File: config.mk
export PLATFORM = sky130hd
export DESIGN_NAME = scrambled_base64_string_codec_flat
export DESIGN_NICKNAME = d
export VERILOG_FILES = /design/src/hdl/sb64_pkg.sv /design/src/hdl/sb64_in_if.sv /design/src/hdl/sb64_out_if.sv /design/src/hdl/scrambled_base64_string_codec.sv /design/src/hdl/sb64_step.sv /design/src/flat_wrapper.sv
export SDC_FILE = /design/constraint.sdc
export NUM_CORES = 1
export LEC_CHECK = 0
export ABC_AREA = 1
export BUFFER_PORTS_ARGS = -buffer_cell sky130_fd_sc_hd__buf_4
export CAP_MARGIN = 15
export CORE_MARGIN = 5
export CORE_UTILIZATION = 55
export DETAILED_ROUTE_END_ITERATION = 6
export PLACE_DENSITY = 0.73
export SYNTH_ARGS = -nofsm -noshare
export SYNTH_HDL_FRONTEND = slang
export SYNTH_SLANG_ARGS = --single-unit
File: constraint.sdc
create_clock -name clk -period 8.3 [get_ports clk]
set_input_delay 1.66 -clock clk [delete_from_list [all_inputs] [get_ports clk]]
set_output_delay 1.66 -clock clk [all_outputs]
set_load 0.01 [all_outputs]
File: src/hdl/sb64_pkg.sv
// ----------------------------------------------------------------------------
// sb64_pkg
// Shared types and constants of the scrambled base64 string codec.
// ----------------------------------------------------------------------------
`default_nettype none

package sb64_pkg;

  localparam int unsigned MAX_RESULTS = 6;
  localparam logic [7:0]  FILL_DEFAULT = 8'hAA;

  localparam logic FUNC_ENCODE = 1'b0;
  localparam logic FUNC_DECODE = 1'b1;

  typedef struct packed {
    logic        func;
    logic [7:0]  data;
    logic        first;
    logic        last;
    logic [15:0] msg_length;
    logic [7:0]  filler;
  } sb64_item_t;

  typedef struct packed {
    logic [0:MAX_RESULTS-1][7:0] bytes;
    logic [2:0]                  cnt;
    logic                        last;
  } sb64_res_t;

endpackage

`default_nettype wire

File: src/hdl/sb64_in_if.sv
// ----------------------------------------------------------------------------
// sb64_in_if
// Item channel into the codec: valid/ready handshake with the input fields.
// ----------------------------------------------------------------------------
`default_nettype none

interface sb64_in_if;
  logic        valid;
  logic        ready;
  logic        func;
  logic [7:0]  data;
  logic        first;
  logic        last;
  logic [15:0] msg_length;
  logic [7:0]  filler;

  modport source (output valid, func, data, first, last, msg_length, filler,
                  input ready);
  modport sink   (input valid, func, data, first, last, msg_length, filler,
                  output ready);
endinterface

`default_nettype wire

File: src/hdl/sb64_out_if.sv
// ----------------------------------------------------------------------------
// sb64_out_if
// Result channel out of the codec: valid/ready handshake with the result.
// ----------------------------------------------------------------------------
`default_nettype none

interface sb64_out_if;
  logic       valid;
  logic       ready;
  logic [7:0] out_byte;
  logic       out_last;

  modport source (output valid, out_byte, out_last, input ready);
  modport sink   (input valid, out_byte, out_last, output ready);
endinterface

`default_nettype wire

File: src/hdl/scrambled_base64_string_codec.sv
// ----------------------------------------------------------------------------
// scrambled_base64_string_codec
// Streaming base64 encoder/decoder with a custom alphabet and bit scramble.
//
// Channels: cmd takes one item per handshake (func selects encode of a plain
// byte or decode of a character; first/last frame a message). rsp returns
// result bytes one per handshake, out_last on the final result of a message.
// An accepted item is processed in the cycle it is taken; its results (0 to
// 6 bytes: up to 4 characters on encode, up to 6 bytes on decode) land in a
// result buffer and appear on rsp starting the next cycle, one per cycle
// while rsp.ready holds. cmd.ready is high when the buffer is empty or its
// last entry leaves in the current cycle, so items that give at most one
// result stream at one item per cycle while rsp is ready; an item with n
// results holds rsp until all n have left. An encode item gives four
// characters if it completes a group of three bytes or ends a message.
// Reset clears the buffer and the codec state (next message needs a header).
// When rsp stalls, the buffer holds and cmd.ready drops once it is occupied.
// ----------------------------------------------------------------------------
`default_nettype none

module scrambled_base64_string_codec
  import sb64_pkg::*;
(
  input  wire logic clk,
  input  wire logic rst,
  sb64_in_if.sink   cmd,
  sb64_out_if.source rsp
);

  sb64_item_t item;
  sb64_res_t  res;
  logic       accept;
  logic       drain;

  logic [0:MAX_RESULTS-1][7:0] rbuf;
  logic                        rbuf_last;
  logic [2:0]                  pend;
  logic [2:0]                  rd_idx;

  assign item = '{func:       cmd.func,
                  data:       cmd.data,
                  first:      cmd.first,
                  last:       cmd.last,
                  msg_length: cmd.msg_length,
                  filler:     cmd.filler};

  assign drain     = rsp.valid && rsp.ready;
  assign cmd.ready = (pend == 3'd0) || (pend == 3'd1 && rsp.ready);
  assign accept    = cmd.valid && cmd.ready;

  sb64_step u_step (
    .clk  (clk),
    .rst  (rst),
    .en   (accept),
    .item (item),
    .res  (res)
  );

  always_ff @(posedge clk) begin
    if (rst) begin
      pend   <= '0;
      rd_idx <= '0;
    end else if (accept) begin
      pend   <= res.cnt;
      rd_idx <= '0;
    end else if (drain) begin
      pend   <= pend - 3'd1;
      rd_idx <= rd_idx + 3'd1;
    end
  end

  always_ff @(posedge clk) begin
    if (accept) begin
      rbuf      <= res.bytes;
      rbuf_last <= res.last;
    end
  end

  assign rsp.valid    = (pend != 3'd0);
  assign rsp.out_byte = rbuf[rd_idx];
  assign rsp.out_last = rbuf_last && (pend == 3'd1);

  a_pend_range: assert property (@(posedge clk) disable iff (rst)
    ({1'b0, pend} + {1'b0, rd_idx}) <= 4'd6)
    else $error("result buffer index out of range");

  a_last_at_tail: assert property (@(posedge clk) disable iff (rst)
    (rsp.valid && rsp.out_last) |-> (pend == 3'd1))
    else $error("out_last before the final buffered result");

  a_enc_last_four: assert property (@(posedge clk) disable iff (rst)
    (accept && cmd.func == FUNC_ENCODE && cmd.last) |=> (pend == 3'd4 && rbuf_last))
    else $error("encode message end did not flush a full group");

  a_enc_at_most_four: assert property (@(posedge clk) disable iff (rst)
    (accept && cmd.func == FUNC_ENCODE) |=> (pend == 3'd0 || pend == 3'd4))
    else $error("encode item gave a partial group");

endmodule

`default_nettype wire

File: src/hdl/sb64_step.sv
// ----------------------------------------------------------------------------
// sb64_step
// Codec state and the per-item step: group assembly, header and padding,
// held group on decode. Produces up to six result bytes per accepted item.
// ----------------------------------------------------------------------------
`default_nettype none

module sb64_step
  import sb64_pkg::*;
(
  input  wire logic       clk,
  input  wire logic       rst,
  input  wire logic       en,
  input  wire sb64_item_t item,
  output sb64_res_t       res
);

  localparam logic [7:0] CH_UP_A  = 8'h41;
  localparam logic [7:0] CH_UP_Z  = 8'h5A;
  localparam logic [7:0] CH_LO_A  = 8'h61;
  localparam logic [7:0] CH_LO_Z  = 8'h7A;
  localparam logic [7:0] CH_DIG_0 = 8'h30;
  localparam logic [7:0] CH_DIG_9 = 8'h39;
  localparam logic [7:0] CH_UNDER = 8'h5F;
  localparam logic [7:0] CH_DOT   = 8'h2E;

  logic [23:0] group_bytes, group_bytes_next;
  logic [1:0]  group_fill, group_fill_next;
  logic [23:0] held_group, held_group_next;
  logic        held_valid, held_valid_next;
  logic        header_pending, header_pending_next;
  logic [1:0]  pad_code, pad_code_next;

  function automatic logic [7:0] swap_bits(input logic [7:0] c);
    swap_bits = {c[7], c[0], c[1], c[2], c[3], c[4], c[5], c[6]};
  endfunction

  function automatic logic [7:0] to_char(input logic [5:0] i);
    logic [7:0] w;
    w = {2'b00, i};
    if (i < 6'd26)       to_char = 8'(CH_UP_A + w);
    else if (i < 6'd52)  to_char = 8'(CH_LO_A + w - 8'd26);
    else if (i < 6'd62)  to_char = 8'(CH_DIG_0 + w - 8'd52);
    else if (i == 6'd62) to_char = CH_UNDER;
    else                 to_char = CH_DOT;
  endfunction

  function automatic logic [5:0] to_index(input logic [7:0] ch);
    if (ch inside {[CH_UP_A:CH_UP_Z]})       to_index = 6'(ch - CH_UP_A);
    else if (ch inside {[CH_LO_A:CH_LO_Z]})  to_index = 6'(ch - CH_LO_A + 8'd26);
    else if (ch inside {[CH_DIG_0:CH_DIG_9]}) to_index = 6'(ch - CH_DIG_0 + 8'd52);
    else if (ch == CH_UNDER)                  to_index = 6'd62;
    else if (ch == CH_DOT)                    to_index = 6'd63;
    else                                      to_index = 6'd0;
  endfunction

  // (v + 1) mod 3, via base-4 digit sums (4 == 1 mod 3)
  function automatic logic [1:0] mod3_plus1(input logic [15:0] v);
    logic [4:0] s;
    logic [2:0] t;
    logic [1:0] m;
    s = '0;
    for (int i = 0; i < 8; i++) s = s + {3'b000, v[2*i +: 2]};
    t = {1'b0, s[1:0]} + {1'b0, s[3:2]} + {2'b00, s[4]};
    case (t)
      3'd0, 3'd3, 3'd6: m = 2'd0;
      3'd1, 3'd4, 3'd7: m = 2'd1;
      default:          m = 2'd2;
    endcase
    mod3_plus1 = (m == 2'd2) ? 2'd0 : m + 2'd1;
  endfunction

  always_comb begin
    logic [7:0]       fl;
    logic             hp;
    logic             hv;
    logic [1:0]       gf;
    logic [23:0]      gb;
    logic [23:0]      hg;
    logic [1:0]       pad;
    logic [0:2][7:0]  grp;
    logic [23:0]      gflat;
    logic [0:5][7:0]  ob;
    logic [2:0]       n;
    logic [1:0]       start;
    logic [1:0]       stop;

    fl    = (item.filler == 8'd0) ? FILL_DEFAULT : item.filler;
    hp    = header_pending;
    hv    = held_valid;
    gf    = group_fill;
    gb    = group_bytes;
    hg    = held_group;
    pad   = pad_code;
    ob    = '0;
    n     = '0;
    grp   = '0;
    gflat = '0;
    start = '0;
    stop  = '0;

    if (item.func == FUNC_ENCODE) begin
      hp = hp | item.first;
      if (gf == 2'd3) begin
        gf = '0;
        gb = '0;
      end
      if (hp) begin
        gb  = '0;
        gf  = '0;
        hv  = 1'b0;
        pad = mod3_plus1(item.msg_length);
      end
      grp = gb;
      if (hp) begin
        grp[0] = {fl[7:2], pad};
        gf     = 2'd1;
      end
      grp[gf] = swap_bits(item.data);
      gf      = gf + 2'd1;
      if (gf == 2'd3 || item.last) begin
        for (int p = 0; p < 3; p++) begin
          if (2'(p) >= gf) grp[p] = fl;
        end
        gflat = grp;
        for (int k = 0; k < 4; k++) begin
          ob[k] = to_char(gflat[23 - 6*k -: 6]);
        end
        n  = 3'd4;
        gb = '0;
        gf = '0;
      end else begin
        gb = grp;
      end
      hp = item.last;
    end else begin
      if (item.first) begin
        hp = 1'b1;
        hv = 1'b0;
        gf = '0;
        gb = '0;
      end
      gb = {gb[17:0], to_index(item.data)};
      if (gf == 2'd3) begin
        gf = '0;
        if (hv) begin
          start = hp ? 2'd1 : 2'd0;
          for (int k = 0; k < 3; k++) begin
            if (2'(k) >= start) begin
              ob[n] = swap_bits(hg[23 - 8*k -: 8]);
              n     = n + 3'd1;
            end
          end
          hp = 1'b0;
        end
        if (hp) pad = gb[17:16];
        hg = gb;
        hv = 1'b1;
        gb = '0;
      end else begin
        gf = gf + 2'd1;
      end
      if (item.last) begin
        if (hv) begin
          start = hp ? 2'd1 : 2'd0;
          case (pad)
            2'd1:    stop = 2'd1;
            2'd2:    stop = 2'd2;
            default: stop = 2'd3;
          endcase
          for (int k = 0; k < 3; k++) begin
            if (2'(k) >= start && 2'(k) < stop) begin
              ob[n] = swap_bits(hg[23 - 8*k -: 8]);
              n     = n + 3'd1;
            end
          end
        end
        hv = 1'b0;
        hp = 1'b1;
        gf = '0;
        gb = '0;
      end
    end

    res.bytes           = ob;
    res.cnt             = n;
    res.last            = item.last && (n != 3'd0);
    group_bytes_next    = gb;
    group_fill_next     = gf;
    held_group_next     = hg;
    held_valid_next     = hv;
    header_pending_next = hp;
    pad_code_next       = pad;
  end

  always_ff @(posedge clk) begin
    if (rst) begin
      group_bytes    <= '0;
      group_fill     <= '0;
      held_group     <= '0;
      held_valid     <= 1'b0;
      header_pending <= 1'b1;
      pad_code       <= '0;
    end else if (en) begin
      group_bytes    <= group_bytes_next;
      group_fill     <= group_fill_next;
      held_group     <= held_group_next;
      held_valid     <= held_valid_next;
      header_pending <= header_pending_next;
      pad_code       <= pad_code_next;
    end
  end

endmodule

`default_nettype wire
File: src/flat_wrapper.sv
// flat-port wrapper written by rule: the top's interface ports become plain ports
module scrambled_base64_string_codec_flat import sb64_pkg::*;
  (clk, rst, cmd_valid, cmd_func, cmd_data, cmd_first, cmd_last, cmd_msg_length, cmd_filler, cmd_ready, rsp_valid, rsp_out_byte, rsp_out_last, rsp_ready);
  sb64_in_if cmd_i ();
  sb64_out_if rsp_i ();
  input  wire logic clk;
  input  wire logic rst;
  input wire logic [$bits(cmd_i.valid)-1:0] cmd_valid;
  input wire logic [$bits(cmd_i.func)-1:0] cmd_func;
  input wire logic [$bits(cmd_i.data)-1:0] cmd_data;
  input wire logic [$bits(cmd_i.first)-1:0] cmd_first;
  input wire logic [$bits(cmd_i.last)-1:0] cmd_last;
  input wire logic [$bits(cmd_i.msg_length)-1:0] cmd_msg_length;
  input wire logic [$bits(cmd_i.filler)-1:0] cmd_filler;
  output wire logic [$bits(cmd_i.ready)-1:0] cmd_ready;
  output wire logic [$bits(rsp_i.valid)-1:0] rsp_valid;
  output wire logic [$bits(rsp_i.out_byte)-1:0] rsp_out_byte;
  output wire logic [$bits(rsp_i.out_last)-1:0] rsp_out_last;
  input wire logic [$bits(rsp_i.ready)-1:0] rsp_ready;
  assign cmd_i.valid = cmd_valid;
  assign cmd_i.func = cmd_func;
  assign cmd_i.data = cmd_data;
  assign cmd_i.first = cmd_first;
  assign cmd_i.last = cmd_last;
  assign cmd_i.msg_length = cmd_msg_length;
  assign cmd_i.filler = cmd_filler;
  assign cmd_ready = cmd_i.ready;
  assign rsp_valid = rsp_i.valid;
  assign rsp_out_byte = rsp_i.out_byte;
  assign rsp_out_last = rsp_i.out_last;
  assign rsp_i.ready = rsp_ready;
  scrambled_base64_string_codec u_core (.clk(clk), .rst(rst), .cmd(cmd_i), .rsp(rsp_i));
endmodule
==> impl_results.md <==
* Max Fanout on Critical Path at 8
* Yosys Warn Count at 0
* Vias at 11500
* CTS Buf Count at 9
* Vias in the first global route at 10160
* Setup CP Type: in -> reg
* Worst slew pin tran at 1.113 ns
* Pre-antenna DRT Iters at 7
* Ys async rst share at 0%
* Netlist cell types at 51
* Slowest Stage Delay on Critical Path at 0.54 ns
* CTS Hold Bufs at 0
* Synth Area in Compound Gates at 23.73%
* Ports at 50
* Layout area overhead at 7.731%
* Mean post-synth cell area at 6.488 sq um
* Initial core utilization at 56.30%
* Area leader, netlist: edfxtp_1
* Arr. time, crit path at 7.09 ns
* Worst hold path type: reg -> reg
* Core area at 18830 sq um
* TNS Setup at 0 ns
* Synth top area cells: edfxtp_1 (14%), nand2_1 (14%), dfxtp_1 (11%), o21ai_0 (7.6%), nand3_1 (6.5%)
* Global Route Usage Sum at 32.80%
* First-pass GRT wire length at 57350 microns
* Power Density at 315.1 nW/um^2
* RePlAce Congestion at 1.033
* Peak VDD IR at 320.2 uV
* Mapped Area at 10600 sq um
* Placed Cells at 1892
* Share of layout cells above drive strength 1 at 9.582%
* Reg area at 2673 sq um
* Clock Skew at 0.01113 ns
* Synth top area share at 13.88%
* GR Overflow Total at 0
* Met1 usage at 45.46%
* Die Width at 148.8 microns
* Footprint of the multi-input gates at 6888 sq um
* Layout Cells excl Fill at 1909
* Die ar. at 22150 sq um
* Violated checks: design-rule violations
* Post-Synth Adder-Cell Area at 8.828%
* Met3 GRT Util at 7.171%
* DPL Wire Length at 28180 microns
* Met2 global-route usage at 50.47%
* DRC Markers at 2
* Wire per inst at 19.25 microns
* Slew HR at 25.01%
* Die Ht at 148.8 microns
* Period utilization at 84.32%
* Post-Syn Instances at 1634
* Worst path slowest cell: fa_1
* Lkg Pwr at 5.058 nW
* Vias per inst at 6.024
* Row count at 50
* Main combinational cell family by area after synthesis: simple AND/OR/NAND/NOR gates
* Initial antenna violation count at 0
* Final Hold Fails at 0
* Post-CTS sizing at 0
* Outcome: complete, but fails checks
* Post-synthesis xor/xnor area fraction at 1.983%
* Final #Nets at 1750
* WP data required at 8.40 ns
* Root buf cell: clkbuf_16
* Max-cap violations at 0
* Maximum clock rate at 0.1429 GHz
* Critical Path Start Type: input pin
* Worst Setup End Kind: flip-flop
* First DRT Iteration DRCs at 1567
* Diode count at 0
* CTS clk-pin slew, worst paths at 0.07 ns
* Minimum clock period at 6.999 ns
* Worst-skew pair later-pin latency at 0.37 ns
* EDFF count, synth at 49
* GRT busiest layer: met2
* CTS tree: built
* Clock Path Buffers at 2
* Post-CTS setup buffers at 0
* Synth Register Bits at 109
* Pins Over Slew Limit at 0
* Largest net degree at the start of global routing at 60
* Setup violations, final at 0
* Routed WL at 36740 microns
* Fillers at 1859
* Main synth FF type: dfxtp_1
* Mux share of post-synthesis cell area at 0%
* Post-synthesis sequential area ratio at 25.21%
* Post-DRT Antenna Nets at 0
* Simple-Gate Fraction of Synth Area at 30.43%
* RSZ-0062 raised after global routing: false
* Syn nets at 1740
* H-tree levels at 3
* I/O Buffers at 49
* CTS Sinks at 109
## worst max-delay path: cells and delay by family
family,cells,cell delay (ns)
AND/OR/NAND/NOR,8,0.85
buffers and inverters,8,0.43
adder cells (fa/ha/maj),8,3.60
AO/OA/AOI/OAI,3,0.56
## cells by family (layout without fill, tap and decap cells)
group                      after synthesis  after routing
buffers and inverters                  268            283
xor gates and xnor gates                24             24
AOI/OAI and AO/OA                      445            445
and+or+nand+nor                        721            721
DFF                                    109            109
adders and majority gates               67             67
## synth_stat cells, types with 4 or more instances
master and n:
nor2_1 118, fa_1 13, o31ai_1 9, nor2_2 8, nand4_1 12, xnor2_1 8, a21oi_1 132, o211ai_1 29
o21ai_1 40, buf_2 8, o22ai_1 8, inv_1 181, nand3_1 138, xor2_1 16, edfxtp_1 49, nand2_1 388
nand2_4 10, a211oi_1 5, a31oi_1 29, inv_2 19, o221ai_1 4, clkinv_1 4, nor2_4 6, o32ai_1 8
ha_1 54, clkbuf_1 45, buf_1 4, nand2_2 15, nor3_1 13, o21ai_2 7, dfxtp_1 60, o21ai_0 161
## placed cells by master, fill, tap and decap left out, drive strengths merged, types with 16 or more instances in the layout
cell type and n:
a21oi 134, a31oi 29, buf 58, dfxtp 60
edfxtp 49, ha 54, inv 207, nand2 415
nand3 140, nor2 135, o211ai 29, o21ai 209
xor2 16
## metrics by stage
stage	utilization, %	worst slack (ns)	total power [mW]	hold WS [ns]	cell area (sq um)
4_1_cts	60.61	1.351	3.544	0.4600	11410
5_1_grt	60.65	0.9583	3.892	0.4923	11420
6_report	60.65	1.301	3.598	0.4642	11420
3_3_place_gp	58.99	1.060	3.047	0.4440	11110
3_5_place_dp	58.99	0.9724	3.085	0.4487	11110
2_1_floorplan	-	1.437	2.517	0.4287	10600
## area by class of cell
type	instances	share of cell area (%)
multi-input combinational	1257	60.31
sequential	109	23.40
inverter	209	6.957
timing repair buffer	58	3.812
tap	260	2.848
clock buffer	9	1.972
clock inverter	7	0.7011
## worst paths after layout
kind	start	end	slack [ns]	depth (start not counted)
max reg2reg	u_core.u_step.header_pending	u_core.rbuf[16]	3.96	14
min reg2reg	u_core.u_step.pad_code[0]	u_core.u_step.pad_code[0]	0.46	2
min	u_core.u_step.pad_code[0]	u_core.u_step.pad_code[0]	0.46	2
max	cmd_msg_length[1]	u_core.rbuf[34]	1.30	27
## sequential cells by signal (all words and copies together), names as in the netlist
register and flops:
u_core.pend 3, u_core.rbuf 48, u_core.rbuf_last 1, u_core.rd_idx 3
u_core.u_step.group_bytes 24, u_core.u_step.group_fill 2, u_core.u_step.header_pending 1, u_core.u_step.held_group 24
u_core.u_step.held_valid 1, u_core.u_step.pad_code 2
## layer usage
metal | vias up | wire, microns
met5 | - | 0
li1 | 5509 | -
met2 | 618 | 16290
met4 | 0 | 1290
met1 | 5293 | 15350
met3 | 80 | 3815
## where the power goes
part | total, mW | switching [mW] | internal [mW]
combinational | 2.30 | 1.59 | 0.716
clock | 0.457 | 0.218 | 0.239
sequential | 0.839 | 0.0852 | 0.754
No activity file was read; power rests on OpenSTA's default activity.
